--- src/hw/rtl/bezier_curve_evaluator_assert.svh ---
// ----------------------------------------------------------------------------
// Bezier curve evaluator assertion macros
// Concurrent assertion wrappers; they expand to nothing when SYNTHESIS is set.
// ----------------------------------------------------------------------------
`ifndef BEZIER_CURVE_EVALUATOR_ASSERT_SVH
`define BEZIER_CURVE_EVALUATOR_ASSERT_SVH
`ifndef SYNTHESIS
// Same-cycle implication.
`define BCE_ASSERT_IMP(label, clk, dis, ante, cons) \
    label: assert property (@(posedge clk) disable iff (dis) (ante) |-> (cons)) \
        else $error("bce: assertion failed");
// Next-cycle implication.
`define BCE_ASSERT_NXT(label, clk, dis, ante, cons) \
    label: assert property (@(posedge clk) disable iff (dis) (ante) |=> (cons)) \
        else $error("bce: assertion failed");
`else
`define BCE_ASSERT_IMP(label, clk, dis, ante, cons)
`define BCE_ASSERT_NXT(label, clk, dis, ante, cons)
`endif
`endif

--- src/hw/rtl/bce_pkg.sv ---
// ----------------------------------------------------------------------------
// Bezier curve evaluator package
// Widths, constants and the item types that travel down the pipeline.
// ----------------------------------------------------------------------------
package bce_pkg;

    localparam int COORD_BITS      = 32;
    localparam int PHASE_FRAC_BITS = 16;
    localparam int PHASE_BITS      = PHASE_FRAC_BITS + 1;
    localparam int OUT_BITS        = 48;
    localparam int CNT_BITS        = 3;
    localparam int LVL_BITS        = 3;
    // Second differences need two bits above the coordinate width.
    localparam int WORK_BITS       = COORD_BITS + 2;
    localparam int DIFF_BITS       = WORK_BITS + 1;
    localparam int PROD_BITS       = DIFF_BITS + PHASE_BITS + 1;
    localparam int LANES           = 6;
    localparam int LEVELS          = LANES - 1;
    localparam int FACT_BITS       = 6;

    localparam logic [PHASE_BITS-1:0] PHASE_ONE = PHASE_BITS'(1) << PHASE_FRAC_BITS;
    localparam logic [CNT_BITS-1:0]   MIN_COUNT = CNT_BITS'(1);
    localparam logic [CNT_BITS-1:0]   MAX_COUNT = CNT_BITS'(4);

    typedef logic signed [WORK_BITS-1:0] t_coef;
    typedef logic signed [PROD_BITS-1:0] t_prod;

    // One item between de Casteljau levels.
    typedef struct packed {
        logic [PHASE_BITS-1:0] phase;
        logic [CNT_BITS-1:0]   cnt;
        logic                  bad;
        t_coef [LANES-1:0]     pos;
        t_coef [LANES-1:0]     vel;
        t_coef [LANES-1:0]     acc;
    } t_work;

    // One item between the multiply and the accumulate half of a level.
    typedef struct packed {
        t_work             work;
        logic              en_pos;
        logic              en_vel;
        logic              en_acc;
        t_prod [LANES-2:0] pp;
        t_prod [LANES-2:0] pv;
        t_prod [LANES-2:0] pa;
    } t_step;

endpackage

--- src/hw/rtl/bce_intf.sv ---


interface bce_out_if import bce_pkg::*; ();
    logic                       valid;
    logic                       ready;
    logic signed [OUT_BITS-1:0] position;
    logic signed [OUT_BITS-1:0] velocity;
    logic signed [OUT_BITS-1:0] acceleration;
    logic                       bad_degree;

    modport source (output valid, position, velocity, acceleration, bad_degree,
                    input ready);
    modport sink   (input valid, position, velocity, acceleration, bad_degree,
                    output ready);
endinterface

--- src/hw/rtl/bce_out_stage.sv ---
// ----------------------------------------------------------------------------
// Bezier curve evaluator output stage
// Applies the degree factors to the derivatives and holds the result item.
// ----------------------------------------------------------------------------
module bce_out_stage import bce_pkg::*; (
    input  logic       i_clk,
    input  logic       i_rst_n,
    input  logic       i_valid,
    output logic       o_ready,
    input  t_work      i_work,
    bce_out_if.source  o_item
);

    logic r_v;
    logic signed [OUT_BITS-1:0] r_pos, r_vel, r_acc;
    logic signed [OUT_BITS-1:0] n_pos, n_vel, n_acc;
    logic r_bad;
    logic rdy;
    logic [FACT_BITS-1:0] deg, deg2;

    assign rdy     = !r_v || o_item.ready;
    assign o_ready = rdy;

    assign o_item.valid        = r_v;
    assign o_item.position     = r_pos;
    assign o_item.velocity     = r_vel;
    assign o_item.acceleration = r_acc;
    assign o_item.bad_degree   = r_bad;

    // Degree is count plus one; the factors are n and n(n-1). With points held
    // to 34 bits the scaled values stay well inside 48 bits, so no clamp is needed.
    assign deg  = FACT_BITS'(i_work.cnt) + 1'b1;
    assign deg2 = FACT_BITS'(deg * FACT_BITS'(i_work.cnt));

    always_comb begin
        if (i_work.bad) begin
            n_pos = '0;
            n_vel = '0;
            n_acc = '0;
        end else begin
            n_pos = OUT_BITS'(i_work.pos[0]);
            n_vel = OUT_BITS'(i_work.vel[0]) * OUT_BITS'($signed({1'b0, deg}));
            n_acc = OUT_BITS'(i_work.acc[0]) * OUT_BITS'($signed({1'b0, deg2}));
        end
    end

    always_ff @(posedge i_clk) begin
        if (!i_rst_n) begin
            r_v <= 1'b0;
        end else if (rdy) begin
            r_v <= i_valid;
        end
    end

    always_ff @(posedge i_clk) begin
        if (rdy && i_valid) begin
            r_pos <= n_pos;
            r_vel <= n_vel;
            r_acc <= n_acc;
            r_bad <= i_work.bad;
        end
    end

endmodule

--- src/flat_wrapper.sv ---
// flat-port wrapper written by rule: the top's interface ports become plain ports
module bce_out_stage_flat import bce_pkg::*;
  (i_clk, i_rst_n, i_valid, o_ready, i_work, o_item_valid, o_item_position, o_item_velocity, o_item_acceleration, o_item_bad_degree, o_item_ready);
  bce_out_if o_item_i ();
  input  logic i_clk;
  input  logic i_rst_n;
  input  logic i_valid;
  output logic o_ready;
  input  t_work i_work;
  output wire logic [$bits(o_item_i.valid)-1:0] o_item_valid;
  output wire logic [$bits(o_item_i.position)-1:0] o_item_position;
  output wire logic [$bits(o_item_i.velocity)-1:0] o_item_velocity;
  output wire logic [$bits(o_item_i.acceleration)-1:0] o_item_acceleration;
  output wire logic [$bits(o_item_i.bad_degree)-1:0] o_item_bad_degree;
  input wire logic [$bits(o_item_i.ready)-1:0] o_item_ready;
  assign o_item_valid = o_item_i.valid;
  assign o_item_position = o_item_i.position;
  assign o_item_velocity = o_item_i.velocity;
  assign o_item_acceleration = o_item_i.acceleration;
  assign o_item_bad_degree = o_item_i.bad_degree;
  assign o_item_i.ready = o_item_ready;
  bce_out_stage u_core (.i_clk(i_clk), .i_rst_n(i_rst_n), .i_valid(i_valid), .o_ready(o_ready), .i_work(i_work), .o_item(o_item_i));
endmodule
--- config.mk ---
export PLATFORM = sky130hd
export DESIGN_NAME = bce_out_stage_flat
export DESIGN_NICKNAME = d
export VERILOG_FILES = /design/src/hw/rtl/bezier_curve_evaluator_assert.svh /design/src/hw/rtl/bce_pkg.sv /design/src/hw/rtl/bce_intf.sv /design/src/hw/rtl/bce_out_stage.sv /design/src/flat_wrapper.sv
export SDC_FILE = /design/constraint.sdc
export NUM_CORES = 1
export LEC_CHECK = 0
export BUFFER_PORTS_ARGS = -buffer_cell sky130_fd_sc_hd__buf_2
export CAP_MARGIN = 20
export CORE_AREA = 3 3 303 305
export DETAILED_ROUTE_END_ITERATION = 10
export DIE_AREA = 0 0 306 308
export SYNTH_ARGS = -nofsm -noshare
export SYNTH_HDL_FRONTEND = slang
export SYNTH_SLANG_ARGS = --single-unit
--- constraint.sdc ---
create_clock -name i_clk -period 11.12 [get_ports i_clk]
set_input_delay 2.224 -clock i_clk [delete_from_list [all_inputs] [get_ports i_clk]]
set_output_delay 2.224 -clock i_clk [all_outputs]
set_load 0.02 [all_outputs]
Word level (Yosys, flattened, before mapping)
Cells that the tools add are included.

storage, ports and cells
  input port bits = 637
  output and inout bits = 147
  logic and storage cells = 12
  flip-flop bits (word level) = 132

cells by class
  multiply operators = 3
  reduce and logical (&&, ||, !) cells = 3
  $add $sub $neg = 1

operators by type and width
  operator                                     count
  multiplier 34 x 7 -> 41 bit                  1
  multiplier 34 x 5 -> 39 bit                  1
  multiplier 6 x 3 -> 6 bit                    1
  adder 3 x 1 -> 4 bit, second input constant  1
  logical AND 1 bit                            1
  logical NOT 1 bit                            1
  logical OR 1 bit                             1

Depth between registers and ports, before layout
  word-level depth = 3
  gate-level depth with buffers = 29
  depth with buffers taken out = 26

Least setup slack after synthesis
Ideal clock, no wire load.

  path kind = input port to flip-flop
  start point = input port i_work[613] (netlist name)
  end point = register u_core.r_acc[39] (netlist: u_core.o_item.acceleration[39]), data pin
  stages = 26
  path buffers = 2
  library setup time = 262 ps
  path slack = 1912 ps
  required time = 10858 ps
  data arrival time = 8946 ps
  path through = ha_1 inv_1 ha_1 clkbuf_1 nand2b_1 fa_1 inv_1 ha_1 fa_1 clkbuf_1 and2_1 fa_1 inv_1 fa_1 inv_1 fa_1 ha_1 fa_1 a21o_1 a221oi_2 o211ai_1 a21boi_2 o21ai_2 a31o_2 a221oi_1 mux2_1

on the way
  word-level cells in the longest chain between the ends = 3

RTL lines
  what                           RTL line             text
  from (decl)                    flat_wrapper.sv:9    input t_work i_work;
  adder 3 x 1 -> 4 bit           bce_out_stage.sv:32  assign deg = FACT_BITS'(i_work.cnt) + 1'b1;
  multiplier 6 x 3 -> 6 bit *    bce_out_stage.sv:33  assign deg2 = FACT_BITS'(deg * FACT_BITS'(i_work.cnt));
  multiplier 34 x 7 -> 41 bit *  bce_out_stage.sv:43  n_acc = OUT_BITS'(i_work.acc[0]) * OUT_BITS'($signed({1'b0, deg2}));
  to (signal assigned)           bce_out_stage.sv:59  r_acc <= n_acc;
  to (decl)                      bce_out_stage.sv:15  logic signed [OUT_BITS-1:0] r_pos, r_vel, r_acc;

Every way passes the cells marked *; elsewhere a longest branch is shown, timed or not.
A chain may end at the register's enable or synchronous reset.

Worst setup path after layout
  start point = input port i_work[614] (netlist name)
  end point = register u_core.r_acc[39] (netlist: u_core.o_item.acceleration[39]), data pin

Same word-level chain as after synthesis.

==> flow_summary.toml <==
[run_status]
outcome = "finished clean"

[yosys]
netlist_area_um2 = 16600
syn_area_per_cell_um2 = 9.17
ys_types = 79
postSynth.asyncResetShare = 0
synth_cells = 1806
ys_warn_count = 0
synth-main-ff-cell = "edfxtp_1"
synth-seq-area-share = 0.208
synth_edf_count = 114
synth_seq_cells = 115
synth_fp_nets = 2814

[routing]
wl_per_cell_um = 14.8
wl_um = 47500
drc = 0
antenna_left = 0
dr_total_vias = 12800
drtIter0Drc = 609
dr.pass1.iters = 5
via_per_inst = 3.98

[critical_path]
cp.arrival_ns = 9.63
end_kind = "flip-flop"
crit_family = "adder cells"
worst_r2r_path_depth = 3
crit_path_start_kind = "input port"
rr_endpoint = "u_core.o_item.velocity[26]"
slowest_stage = "fa_1"
worstSetupPathDepth = 25
cpMostUsedCell = "fa_1"
cp.required_ns = 11.30
cp_slowest_stage_delay_ns = 0.85
critPathLaunch = "i_work[614]"
timing.rr.start = "u_core.o_item.valid"
crit_buf_inv = 6
crit_fanout = 35
critPathKind = "input port to flip-flop"
r2r_slack_ns = 8.85

[placed_design]
dp.final_hpwl_um = 38900
pre_cts_ws_ns = 1.17
place_area_um2 = 19000
port-buffer-count = 255
dp_cells = 3162
gp_congestion = 0.861

[clock_tree]
cts_tree = "done"
cts_setup_buffers = 0
cts.clk_slew.worst_paths_ns = 0.06
cts.path.max_buffers = 2
root_buffer = "clkbuf_16"
clock-sinks = 115
htree_levels = 4
clock_latency_ns = 0.46
numCtsBuffers = 17
ctsHoldBuffers = 0
post_cts_resize_count = 0

[pwr]
p_per_area_nw_per_um2 = 202
ir_drop_mv = 0.194
p_leak_nw = 9.51

[global_route]
grt.overflow.total = 0
grt_pass1_vias = 13100
antenna_found_initial = 31
grt_max_degree = 79
grt_usage = 0.102
grt_pass1_wl_um = 74300

[sta]
slew_viol_final = 0
finalHoldViolCount = 0
fin_crit_ns = 9.45
slew_headroom = 0.349
finalCritPeriodShare = 0.849
fin_tns_setup_ns = 0
worstMarginPinSlew_ns = 0.977
setup_viol = 0
setup_slack_ns = 1.67
rsz0062_at_grt = "false"
worst_clock_skew_ns = 0.0199
fmax_mhz = 106

[hold_path]
min-delay-start = "u_core.o_item.valid"
holdPathEnd = "u_core.o_item.valid"
min_path_type = "flip-flop to flip-flop"
hold_depth = 2

[die]
die_area_um2 = 94200
die_y_um = 308
row_count = 110
die_w_um = 306
core_um2 = 89600
initial_utilization = 0.185
io_pins = 784

[cells_and_area]
fill_cells = 9878
fin_nets = 3013
stdcell_count = 3202
drive_gt1_frac = 0.162
syn_to_final_growth_pct = 18.3
postLayoutCoreUtil = 0.219
fin_area_um2 = 19600

[flow_run]
max_cap_viol_count = 0
==> layout by cell type, fill, tap and decap left out, types with 4 or more instances in the layout <==
| cell | count |
|---|---|
| o21ai_1 | 6 |
| nor2b_1 | 127 |
| ha_1 | 195 |
| inv_8 | 5 |
| nor3_1 | 13 |
| a211oi_1 | 13 |
| and2_1 | 118 |
| mux2_1 | 8 |
| nor4_1 | 4 |
| buf_4 | 12 |
| nand4_1 | 10 |
| diode_2 | 8 |
| a21oi_1 | 72 |
| nand2b_1 | 67 |
| nor3b_1 | 6 |
| edfxtp_1 | 114 |
| nand3_1 | 19 |
| or3_1 | 4 |
| nand2_1 | 102 |
| a31oi_1 | 9 |
| o21bai_1 | 11 |
| a21o_1 | 41 |
| o21a_1 | 6 |
| inv_1 | 337 |
| xnor2_1 | 33 |
| xor2_1 | 21 |
| o31ai_1 | 8 |
| inv_6 | 5 |
| and3_1 | 11 |
| clkbuf_16 | 17 |
| o211ai_1 | 4 |
| fa_1 | 175 |
| nor2_1 | 92 |
| buf_2 | 254 |
| o21ai_0 | 30 |
==> per-layer routing <==
layer / GRT usage / up-vias / routed length [um]
met5: 0 / - / 160
met4: 0.0299 / 20 / 1100
met3: 0.0356 / 82 / 3390
met2: 0.179 / 297 / 23400
met1: 0.118 / 6170 / 19400
li1: - / 6182 / -
==> synthesized netlist by cell type (all sizes together), types with 14 or more instances <==
cell	n	area, um^2
inv	338	1270
ha	196	2450
fa	175	3500
nor2b	127	795
and2	120	751
edfxtp	114	3420
nand2	103	389
nor2	92	345
a21oi	72	360
nand2b	67	419
clkbuf	50	190
a21o	42	317
o21ai	38	198
buf	36	279
xnor2	34	298
xor2	22	193
nand3	19	95.1
a211oi	14	110
==> stage by stage <==
step / hold WS [ns] / total power [mW]
after CTS: 0.566 / 4.04
final: 0.557 / 3.96
after floorplan: 0.750 / 2.67
after global routing: 0.582 / 4.38
after detailed placement: 0.556 / 3.39
after global placement: 0.518 / 3.39
==> sequential cells by signal (all words and copies together), names as in the netlist <==
register	flops
u_core.o_item.acceleration	40
u_core.o_item.bad_degree	1
u_core.o_item.position	34
u_core.o_item.valid	1
u_core.o_item.velocity	39
==> power by group <==
part / internal, mW / switching (mW) / total (mW)
Combinational: 1.03 / 1.67 / 2.70
Sequential: 0.636 / 0.0347 / 0.670
Clock: 0.341 / 0.257 / 0.599
Total: 2.00 / 1.96 / 3.96
==> tightest hold or removal path, delay by kind of cell, from the launching register on <==
kind             cells  cell delay [ns]
flip-flops           1             0.31
AO/OA/AOI/OAI        1             0.09
AND/OR/NAND/NOR      1             0.10
==> how the worst max path moves through the flow <==
| stage | endpoint | slack, ns |
|---|---|---|
| after floorplan | u_core.o_item.acceleration[39] | 1.91 |
| after global routing | u_core.o_item.acceleration[39] | 1.22 |
| after CTS | u_core.o_item.acceleration[39] | 1.64 |
| final | u_core.o_item.acceleration[39] | 1.67 |
| after detailed placement | u_core.o_item.acceleration[39] | 1.17 |
| after global placement | u_core.o_item.acceleration[39] | 1.15 |
==> cell families after synthesis <==
| logic type | after synthesis | share of synthesized area |
|---|---|---|
| xor gates and xnor gates | 56 | 0.0296 |
| buffers and inverters | 424 | 0.105 |
| DFF | 115 | 0.208 |
| adders and majority gates | 371 | 0.360 |
| AOI/OAI and AO/OA | 239 | 0.0973 |
| and+or+nand+nor | 590 | 0.193 |
| muxes | 10 | 0.00680 |
| other | 1 | 0.000226 |
==> layout make-up <==
type / instances / area (um^2) / share of cell area
Clock buffer: 17 / 425 / 0.0217
Antenna cell: 8 / 20.0 / 0.00102
Inverter: 338 / 1270 / 0.0648
Tap cell: 1176 / 1470 / 0.0751
Clock inverter: 15 / 185 / 0.00946
Timing Repair Buffer: 266 / 1360 / 0.0695
Sequential cell: 115 / 3440 / 0.176
Multi-Input combinational cell: 1267 / 11400 / 0.583
Power figures use the tool's default switching activity.
