### src/hw/rtl/bezier_curve_evaluator_assert.svh
// ----------------------------------------------------------------------------
// Bezier curve evaluator assertion macros
// Concurrent assertion wrappers; they expand to nothing when SYNTHESIS is set.
// ----------------------------------------------------------------------------
`ifndef BEZIER_CURVE_EVALUATOR_ASSERT_SVH
`define BEZIER_CURVE_EVALUATOR_ASSERT_SVH
`ifndef SYNTHESIS
// Same-cycle implication.
`define BCE_ASSERT_IMP(label, clk, dis, ante, cons) \
    label: assert property (@(posedge clk) disable iff (dis) (ante) |-> (cons)) \
        else $error("bce: assertion failed");
// Next-cycle implication.
`define BCE_ASSERT_NXT(label, clk, dis, ante, cons) \
    label: assert property (@(posedge clk) disable iff (dis) (ante) |=> (cons)) \
        else $error("bce: assertion failed");
`else
`define BCE_ASSERT_IMP(label, clk, dis, ante, cons)
`define BCE_ASSERT_NXT(label, clk, dis, ante, cons)
`endif
`endif

### src/hw/rtl/bce_pkg.sv
// ----------------------------------------------------------------------------
// Bezier curve evaluator package
// Widths, constants and the item types that travel down the pipeline.
// ----------------------------------------------------------------------------
package bce_pkg;

    localparam int COORD_BITS      = 32;
    localparam int PHASE_FRAC_BITS = 16;
    localparam int PHASE_BITS      = PHASE_FRAC_BITS + 1;
    localparam int OUT_BITS        = 48;
    localparam int CNT_BITS        = 3;
    localparam int LVL_BITS        = 3;
    // Second differences need two bits above the coordinate width.
    localparam int WORK_BITS       = COORD_BITS + 2;
    localparam int DIFF_BITS       = WORK_BITS + 1;
    localparam int PROD_BITS       = DIFF_BITS + PHASE_BITS + 1;
    localparam int LANES           = 6;
    localparam int LEVELS          = LANES - 1;
    localparam int FACT_BITS       = 6;

    localparam logic [PHASE_BITS-1:0] PHASE_ONE = PHASE_BITS'(1) << PHASE_FRAC_BITS;
    localparam logic [CNT_BITS-1:0]   MIN_COUNT = CNT_BITS'(1);
    localparam logic [CNT_BITS-1:0]   MAX_COUNT = CNT_BITS'(4);

    typedef logic signed [WORK_BITS-1:0] t_coef;
    typedef logic signed [PROD_BITS-1:0] t_prod;

    // One item between de Casteljau levels.
    typedef struct packed {
        logic [PHASE_BITS-1:0] phase;
        logic [CNT_BITS-1:0]   cnt;
        logic                  bad;
        t_coef [LANES-1:0]     pos;
        t_coef [LANES-1:0]     vel;
        t_coef [LANES-1:0]     acc;
    } t_work;

    // One item between the multiply and the accumulate half of a level.
    typedef struct packed {
        t_work             work;
        logic              en_pos;
        logic              en_vel;
        logic              en_acc;
        t_prod [LANES-2:0] pp;
        t_prod [LANES-2:0] pv;
        t_prod [LANES-2:0] pa;
    } t_step;

endpackage

### src/hw/rtl/bce_intf.sv
// ----------------------------------------------------------------------------
// Bezier curve evaluator channel interfaces
// Input item channel and result item channel, valid/ready handshake.
// ----------------------------------------------------------------------------
interface bce_in_if import bce_pkg::*; ();
    logic                         valid;
    logic                         ready;
    logic [PHASE_BITS-1:0]        phase;
    logic [CNT_BITS-1:0]          mid_count;
    logic signed [COORD_BITS-1:0] start_pt;
    logic signed [COORD_BITS-1:0] end_pt;
    logic signed [COORD_BITS-1:0] mid_0;
    logic signed [COORD_BITS-1:0] mid_1;
    logic signed [COORD_BITS-1:0] mid_2;
    logic signed [COORD_BITS-1:0] mid_3;

    modport source (output valid, phase, mid_count, start_pt, end_pt,
                    mid_0, mid_1, mid_2, mid_3, input ready);
    modport sink   (input valid, phase, mid_count, start_pt, end_pt,
                    mid_0, mid_1, mid_2, mid_3, output ready);
endinterface


### src/hw/rtl/bce_prep.sv
// ----------------------------------------------------------------------------
// Bezier curve evaluator front end
// Registers the item, orders the control points and forms the differences.
// ----------------------------------------------------------------------------
module bce_prep import bce_pkg::*; (
    input  logic       i_clk,
    input  logic       i_rst_n,
    bce_in_if.sink     i_item,
    output logic       o_valid,
    input  logic       i_ready,
    output t_work      o_work
);

    logic  r_v0, r_v1;
    t_work r_w0, r_w1, n_w0, n_w1;
    logic  rdy0, rdy1;
    logic signed [COORD_BITS-1:0] mids [4];

    assign rdy1         = !r_v1 || i_ready;
    assign rdy0         = !r_v0 || rdy1;
    assign i_item.ready = rdy0;
    assign o_valid      = r_v1;
    assign o_work       = r_w1;

    assign mids[0] = i_item.mid_0;
    assign mids[1] = i_item.mid_1;
    assign mids[2] = i_item.mid_2;
    assign mids[3] = i_item.mid_3;

    // Points in curve order: start, the used inner points, then end.
    always_comb begin
        n_w0       = '0;
        n_w0.phase = (i_item.phase > PHASE_ONE) ? PHASE_ONE : i_item.phase;
        n_w0.cnt   = i_item.mid_count;
        n_w0.bad   = (i_item.mid_count < MIN_COUNT) || (i_item.mid_count > MAX_COUNT);
        n_w0.pos[0] = t_coef'(i_item.start_pt);
        for (int l = 1; l < LANES; l++) begin
            if (l <= 4 && l <= int'(i_item.mid_count)) begin
                n_w0.pos[l] = t_coef'(mids[l-1]);
            end else begin
                n_w0.pos[l] = t_coef'(i_item.end_pt);
            end
        end
    end

    always_comb begin
        n_w1 = r_w0;
        for (int i = 0; i < LANES; i++) begin
            n_w1.vel[i] = '0;
            n_w1.acc[i] = '0;
        end
        for (int i = 0; i < LANES - 1; i++) begin
            n_w1.vel[i] = r_w0.pos[i+1] - r_w0.pos[i];
        end
        for (int i = 0; i < LANES - 2; i++) begin
            n_w1.acc[i] = r_w0.pos[i+2] - (r_w0.pos[i+1] <<< 1) + r_w0.pos[i];
        end
    end

    always_ff @(posedge i_clk) begin
        if (!i_rst_n) begin
            r_v0 <= 1'b0;
            r_v1 <= 1'b0;
        end else begin
            if (rdy0) begin
                r_v0 <= i_item.valid;
            end
            if (rdy1) begin
                r_v1 <= r_v0;
            end
        end
    end

    always_ff @(posedge i_clk) begin
        if (rdy0 && i_item.valid) begin
            r_w0 <= n_w0;
        end
        if (rdy1 && r_v0) begin
            r_w1 <= n_w1;
        end
    end

endmodule

### src/flat_wrapper.sv
// flat-port wrapper written by rule: the top's interface ports become plain ports
module bce_prep_flat import bce_pkg::*;
  (i_clk, i_rst_n, o_valid, i_ready, o_work, i_item_valid, i_item_phase, i_item_mid_count, i_item_start_pt, i_item_end_pt, i_item_mid_0, i_item_mid_1, i_item_mid_2, i_item_mid_3, i_item_ready);
  bce_in_if i_item_i ();
  input  logic i_clk;
  input  logic i_rst_n;
  output logic o_valid;
  input  logic i_ready;
  output t_work o_work;
  input wire logic [$bits(i_item_i.valid)-1:0] i_item_valid;
  input wire logic [$bits(i_item_i.phase)-1:0] i_item_phase;
  input wire logic [$bits(i_item_i.mid_count)-1:0] i_item_mid_count;
  input wire logic [$bits(i_item_i.start_pt)-1:0] i_item_start_pt;
  input wire logic [$bits(i_item_i.end_pt)-1:0] i_item_end_pt;
  input wire logic [$bits(i_item_i.mid_0)-1:0] i_item_mid_0;
  input wire logic [$bits(i_item_i.mid_1)-1:0] i_item_mid_1;
  input wire logic [$bits(i_item_i.mid_2)-1:0] i_item_mid_2;
  input wire logic [$bits(i_item_i.mid_3)-1:0] i_item_mid_3;
  output wire logic [$bits(i_item_i.ready)-1:0] i_item_ready;
  assign i_item_i.valid = i_item_valid;
  assign i_item_i.phase = i_item_phase;
  assign i_item_i.mid_count = i_item_mid_count;
  assign i_item_i.start_pt = i_item_start_pt;
  assign i_item_i.end_pt = i_item_end_pt;
  assign i_item_i.mid_0 = i_item_mid_0;
  assign i_item_i.mid_1 = i_item_mid_1;
  assign i_item_i.mid_2 = i_item_mid_2;
  assign i_item_i.mid_3 = i_item_mid_3;
  assign i_item_ready = i_item_i.ready;
  bce_prep u_core (.i_clk(i_clk), .i_rst_n(i_rst_n), .i_item(i_item_i), .o_valid(o_valid), .i_ready(i_ready), .o_work(o_work));
endmodule
### config.mk
export PLATFORM = sky130hd
export DESIGN_NAME = bce_prep_flat
export DESIGN_NICKNAME = d
export VERILOG_FILES = /design/src/hw/rtl/bezier_curve_evaluator_assert.svh /design/src/hw/rtl/bce_pkg.sv /design/src/hw/rtl/bce_intf.sv /design/src/hw/rtl/bce_prep.sv /design/src/flat_wrapper.sv
export SDC_FILE = /design/constraint.sdc
export NUM_CORES = 1
export LEC_CHECK = 0
export ABC_CLOCK_PERIOD_IN_PS = 31500
export BUFFER_PORTS_ARGS = -buffer_cell sky130_fd_sc_hd__buf_2
export CORE_MARGIN = 2
export CORE_UTILIZATION = 40
export CTS_CLUSTER_SIZE = 8
export DETAILED_ROUTE_END_ITERATION = 16
export PLACE_DENSITY = 0.64
export SLEW_MARGIN = 30
export SYNTH_ARGS = -nofsm -noshare
export SYNTH_HDL_FRONTEND = slang
export SYNTH_SLANG_ARGS = --single-unit
### constraint.sdc
create_clock -name i_clk -period 31.5 [get_ports i_clk]
set_clock_uncertainty 0.1 [all_clocks]
set_input_delay 4.725 -clock i_clk [delete_from_list [all_inputs] [get_ports i_clk]]
set_output_delay 4.725 -clock i_clk [all_outputs]
set_load 0.05 [all_outputs]
**Yosys cells after proc, flatten, opt, wreduce, memory -nomap -nowiden**

Index checks and enable logic that the tools add are counted.
W data, S select, Z words.

- Add/subtract/negate cells: 13
- Magnitude comparators: 7
- Multiplexer cells: 4
- Reductions and logical operators: 7

Operators with widths:

| operator | number |
|---|---|
| $sub A34 B34 Y34 | 6 |
| $mux W34 | 4 |
| $add A34 B34 Y34 | 3 |
| $sub A32 B34 Y34 | 2 |
| $add A34 B32 Y34 | 1 |
| $sub A34 B32 Y34 | 1 |
| $gt A17 B17 Y1 const B | 1 |
| $le A2 B3 Y1 const A | 2 |
| $gt A3 B3 Y1 const B | 1 |
| $le A1 B3 Y1 const A | 1 |
| $le A3 B3 Y1 const A | 1 |
| $logic_or A1 B1 Y1 | 3 |
| $lt A3 B1 Y1 const B | 1 |
| $logic_and A1 B1 Y1 | 2 |
| $logic_not A1 Y1 | 2 |

- Input port bits: 216
- Output and inout port bits: 635
- Flip-flop bits (word level): 750
- Logic and storage cells: 60

**Logic depth before layout (Yosys ltp)**

- Depth in word-level cells: 4
- Depth in mapped cells: 16
- Depth with buffers taken out: 15

**Worst setup path before layout**

OpenSTA, ideal clock, no wires.

- Path type: input to register
- Start: in i_ready
- End: reg u_core.r_w1 (netlist bit u_core.o_work[0]) (enable)
- Buffers on the path: 0
- Cell stages on the path: 2
- Required time: 29.924 ns
- Path slack: 2.276 ns
- Arrival: 27.648 ns
- Cell sequence: nor2b_1 > nor2b_1

- Word-level cells in the longest chain between the ends: 2

Ends and longest elaborated chain:

| element | line | RTL |
|---|---|---|
| start: declaration | flat_wrapper.sv:8 | `input logic i_ready;` |
| $logic_or A1 B1 Y1 | bce_prep.sv:19 | `assign rdy1 = !r_v1 \|\| i_ready;` |
| $logic_and A1 B1 Y1 | bce_prep.sv:78 | `if (rdy1 && r_v0) begin` |
| end signal: assignment | bce_prep.sv:79 | `r_w1 <= n_w1;` |
| end: declaration | bce_prep.sv:15 | `t_work r_w0, r_w1, n_w0, n_w1;` |

Every way passes these cells.
A chain may end at the register's enable or synchronous reset.

**Worst setup path after layout**

- Start: in i_ready
- End: out i_item_ready

- Word-level cells in the longest chain between the ends: 2

Ends and longest elaborated chain:

| element | line | RTL |
|---|---|---|
| $logic_or A1 B1 Y1 | bce_prep.sv:19 |  |
| $logic_or A1 B1 Y1 | bce_prep.sv:20 | `assign rdy0 = !r_v0 \|\| rdy1;` |
| end: declaration | flat_wrapper.sv:19 | `output wire logic [$bits(i_item_i.ready)-1:0] i_item_ready;` |

Every way passes these cells.

==> results.ini <==
[status]
status=complete, no violations

[worst_setup_path]
crit_type=in2out
critPathSlowestCell=nor2b_1
critical-path-top-delay-family=simple AND/OR/NAND/NOR gates
critPathLaunch=i_ready
cp_num_cells=4
critPathBufInv=2
cp_data_arrival_time_ns=5.51
worst-r2r-setup-slack_ns=26.83
crit_path_end=i_item_ready
endpoint_kind=output port
crit_path_frequent_cell=buf_2
worstPathRequired_ns=26.68
critical-path-max-stage-delay_ns=0.31
worstRegToRegCells=14
r2r-start=u_core.n_w1[478]$_DFFE_PP_
crit_chain=buf_2, nor2b_1, nand2_1, buf_2
cp-start-kind=primary input
r2r-end=u_core.o_work[27]$_DFFE_PP_
cp_max_fo=4

[synth]
synth_top_family_by_area=adder cells
ys_types=83
synthAdderAreaFrac_pct=14.8
synth-seq-cells=734
async_flop_share_pct=0
synth_xor_xnor_area_share_pct=5.30
synth_mux_area_share_pct=3.39
synthFlopType=edfxtp_1
synth-compound-area-share_pct=11.4
synth-seq-area-share_pct=51.5
yosysWarnings=0
yosys.area_share.simple_pct=6.72
synth_edf_count=732
synthCells=3552
syn_area_per_cell_um2=12.0
synth_area_mm2=0.0428

[sta]
max_slew.worst_pin.slew_ns=0.949
post-route-period-util_pct=32.8
setup_viol=0
tns_ns=0
fin_crit_ns=10.33
max_freq_ghz=0.0968
hold_viol_final=0
maxSlewHeadroom_pct=36.7
grt_setup_unrepaired=no
fin_ws_ns=21.17
slew_violations=0

[detailed_routing]
viasPerCell=5.19
drc_errors=0
drt_iter0_markers=2164
routed_wl_um=137000
via_count=30100
final_antenna_net_count=0
drt-pass1-iter-count=11
routedWlPerCell_um=23.7

[clocking]
htreeDepth=3
worstSkewPairLatency_ns=0.72
post_cts_buffers=0
cts_buffer_depth=3
cts.sinks=734
cts_tree=yes
clock-root-buffer=clkbuf_16
ctsResizeCount=0
hold_buffers=0
cts_made_buffers=104
clk_pin_slew_worst_paths_ns=0.05

[finish]
post-route-util_pct=48.0
final_nets=5010
layout-drive-gt1-share_pct=23.8
area_growth_pct=18.7

[floorplan]
core_area_mm2=0.106
die_w_um=331
io_pins=851
die_h_um=331
die_area_mm2=0.110
rows=119
start_util_pct=40.5

[hold_path]
holdCritStartpoint=u_core.n_w1[613]$_DFFE_PP_
hp-class=reg2reg

[grt]
grt_pass1_wl_um=192000
met2_usage_pct=39.0
grt.total_usage_pct=24.4
grt_busiest_layer=met2
gr-usage-met1_pct=33.5
grt_max_degree=80
gr-total-overflow=0
grt_pass1_vias=29600
grtUsageMet3_pct=3.62
antenna_found_initial=23

[power]
ir_drop_mv=0.0486
power.density_mw_per_mm2=67.2
p_leak_uw=0.0224
power_uw=3410

[placement]
place_worst_setup_slack_ns=21.18
dpl.hpwl_um=110000
globalplace.congestion=0.910
portBuffers=748

[job]
cap_violations=0

-- cells in the final DEF, fill, tap and decap left out, drive strengths merged, types with 48 or more instances in the layout --
cell type	instances
a21o	140
o21a	48
nor2b	66
inv	522
conb	102
a21oi	241
xnor2	172
nand2	121
o21ai	142
nand3	50
ha	292
edfxtp	732
xor2	87
clkbuf	128
nor2	147
mux2	128
buf	764
nand2b	62
fa	133
-- power by group --
group	leakage, uW	total, uW	switching [uW]	internal, uW
Sequential	0.00696	1270	53.7	1220
Combinational	0.0141	1100	749	353
Clock	0.00141	1030	430	603
-- registers in the layout, summed over array words and instances (netlist names) --
signal	count
u_core.n_w1	213
u_core.r_v0	1
u_core.o_work	519
u_core.o_valid	1
-- per-layer routing --
layer | vias to the layer above | wire length, um
met5 | - | 27
met3 | 207 | 8890
li1 | 14000 | -
met1 | 14800 | 60000
met4 | 4 | 5230
met2 | 1203 | 63300
-- worst reg2reg max path, cell delays in order, from the launching register on --
cell      delay, ns
edfxtp_1       0.48
inv_1          0.23
fa_1           0.53
inv_1          0.04
ha_1           0.31
a21oi_1        0.12
o211ai_1       0.33
a22oi_1        0.22
o31ai_1        0.57
a311oi_2       0.26
a21boi_1       0.55
a31oi_2        0.23
o21bai_1       0.18
a21oi_1        0.10
xnor2_1        0.13
-- synth_stat cells (8+ instances only) --
| cell | n | area, um2 |
|---|---|---|
| clkbuf_1 | 37 | 139 |
| nand2b_1 | 61 | 382 |
| buf_4 | 114 | 856 |
| edfxtp_1 | 732 | 22000 |
| or2_2 | 8 | 50.1 |
| o211ai_1 | 12 | 90.1 |
| nand3_1 | 50 | 250 |
| nor3_1 | 32 | 160 |
| and2_1 | 8 | 50.1 |
| and3_1 | 25 | 156 |
| o31ai_1 | 10 | 75.1 |
| a21boi_1 | 9 | 67.6 |
| nand4_1 | 21 | 131 |
| o21a_1 | 48 | 360 |
| o21ai_0 | 101 | 505 |
| or3_1 | 11 | 68.8 |
| nor2b_1 | 66 | 413 |
| mux2_2 | 128 | 1440 |
| xor2_1 | 87 | 762 |
| o21ai_1 | 38 | 190 |
| a21oi_1 | 236 | 1180 |
| nor2_1 | 147 | 552 |
| inv_1 | 521 | 1960 |
| ha_1 | 292 | 3650 |
| fa_1 | 133 | 2660 |
| a21o_1 | 140 | 1050 |
| a211oi_1 | 14 | 105 |
| xnor2_1 | 172 | 1510 |
| nand2_1 | 121 | 454 |
| a31oi_1 | 25 | 156 |
| o21bai_1 | 31 | 233 |
-- metrics by stage --
stage	cell area (um2)	cells	hold WS, ns
after detailed placement	47800	5654	0.305
after CTS	50700	5795	0.302
final	50700	5802	0.312
after global placement	47800	5654	0.301
after floorplan	43100	3653	0.300
after global routing	50700	5801	0.326
-- final cells by class --
cell class,count,area (um2)
repair buffers,764,3870
flip-flops and latches,734,22000
clock buffers,128,2690
well taps,1391,1740
clock inverters,13,248
inverters,522,1960
fillers,9622,55000
multi-input cells,2243,18200
diodes,7,17.5
-- worst min path at each step --
| stage | to | cells after the start |
|---|---|---|
| 6_report | u_core.o_work[613]$_DFFE_PP_ | 0 |
| 5_1_grt | u_core.o_work[619]$_DFFE_PP_ | 0 |
| 4_1_cts | u_core.o_work[613]$_DFFE_PP_ | 0 |
| 3_5_place_dp | u_core.o_work[623]$_DFFE_PP_ | 0 |
| 3_3_place_gp | u_core.o_work[615]$_DFFE_PP_ | 0 |
| 2_1_floorplan | u_core.o_work[612]$_DFFE_PP_ | 0 |
-- logic make-up (layout without fill, tap and decap cells) --
family | count (synthesis) | count (layout)
flops | 734 | 734
mux | 129 | 129
buf+inv | 676 | 1427
other cells | 1 | 109
fa+ha+maj | 425 | 425
compound gates | 752 | 752
xor+xnor | 259 | 259
simple gates | 576 | 576
(Power assumes the default switching activity.)
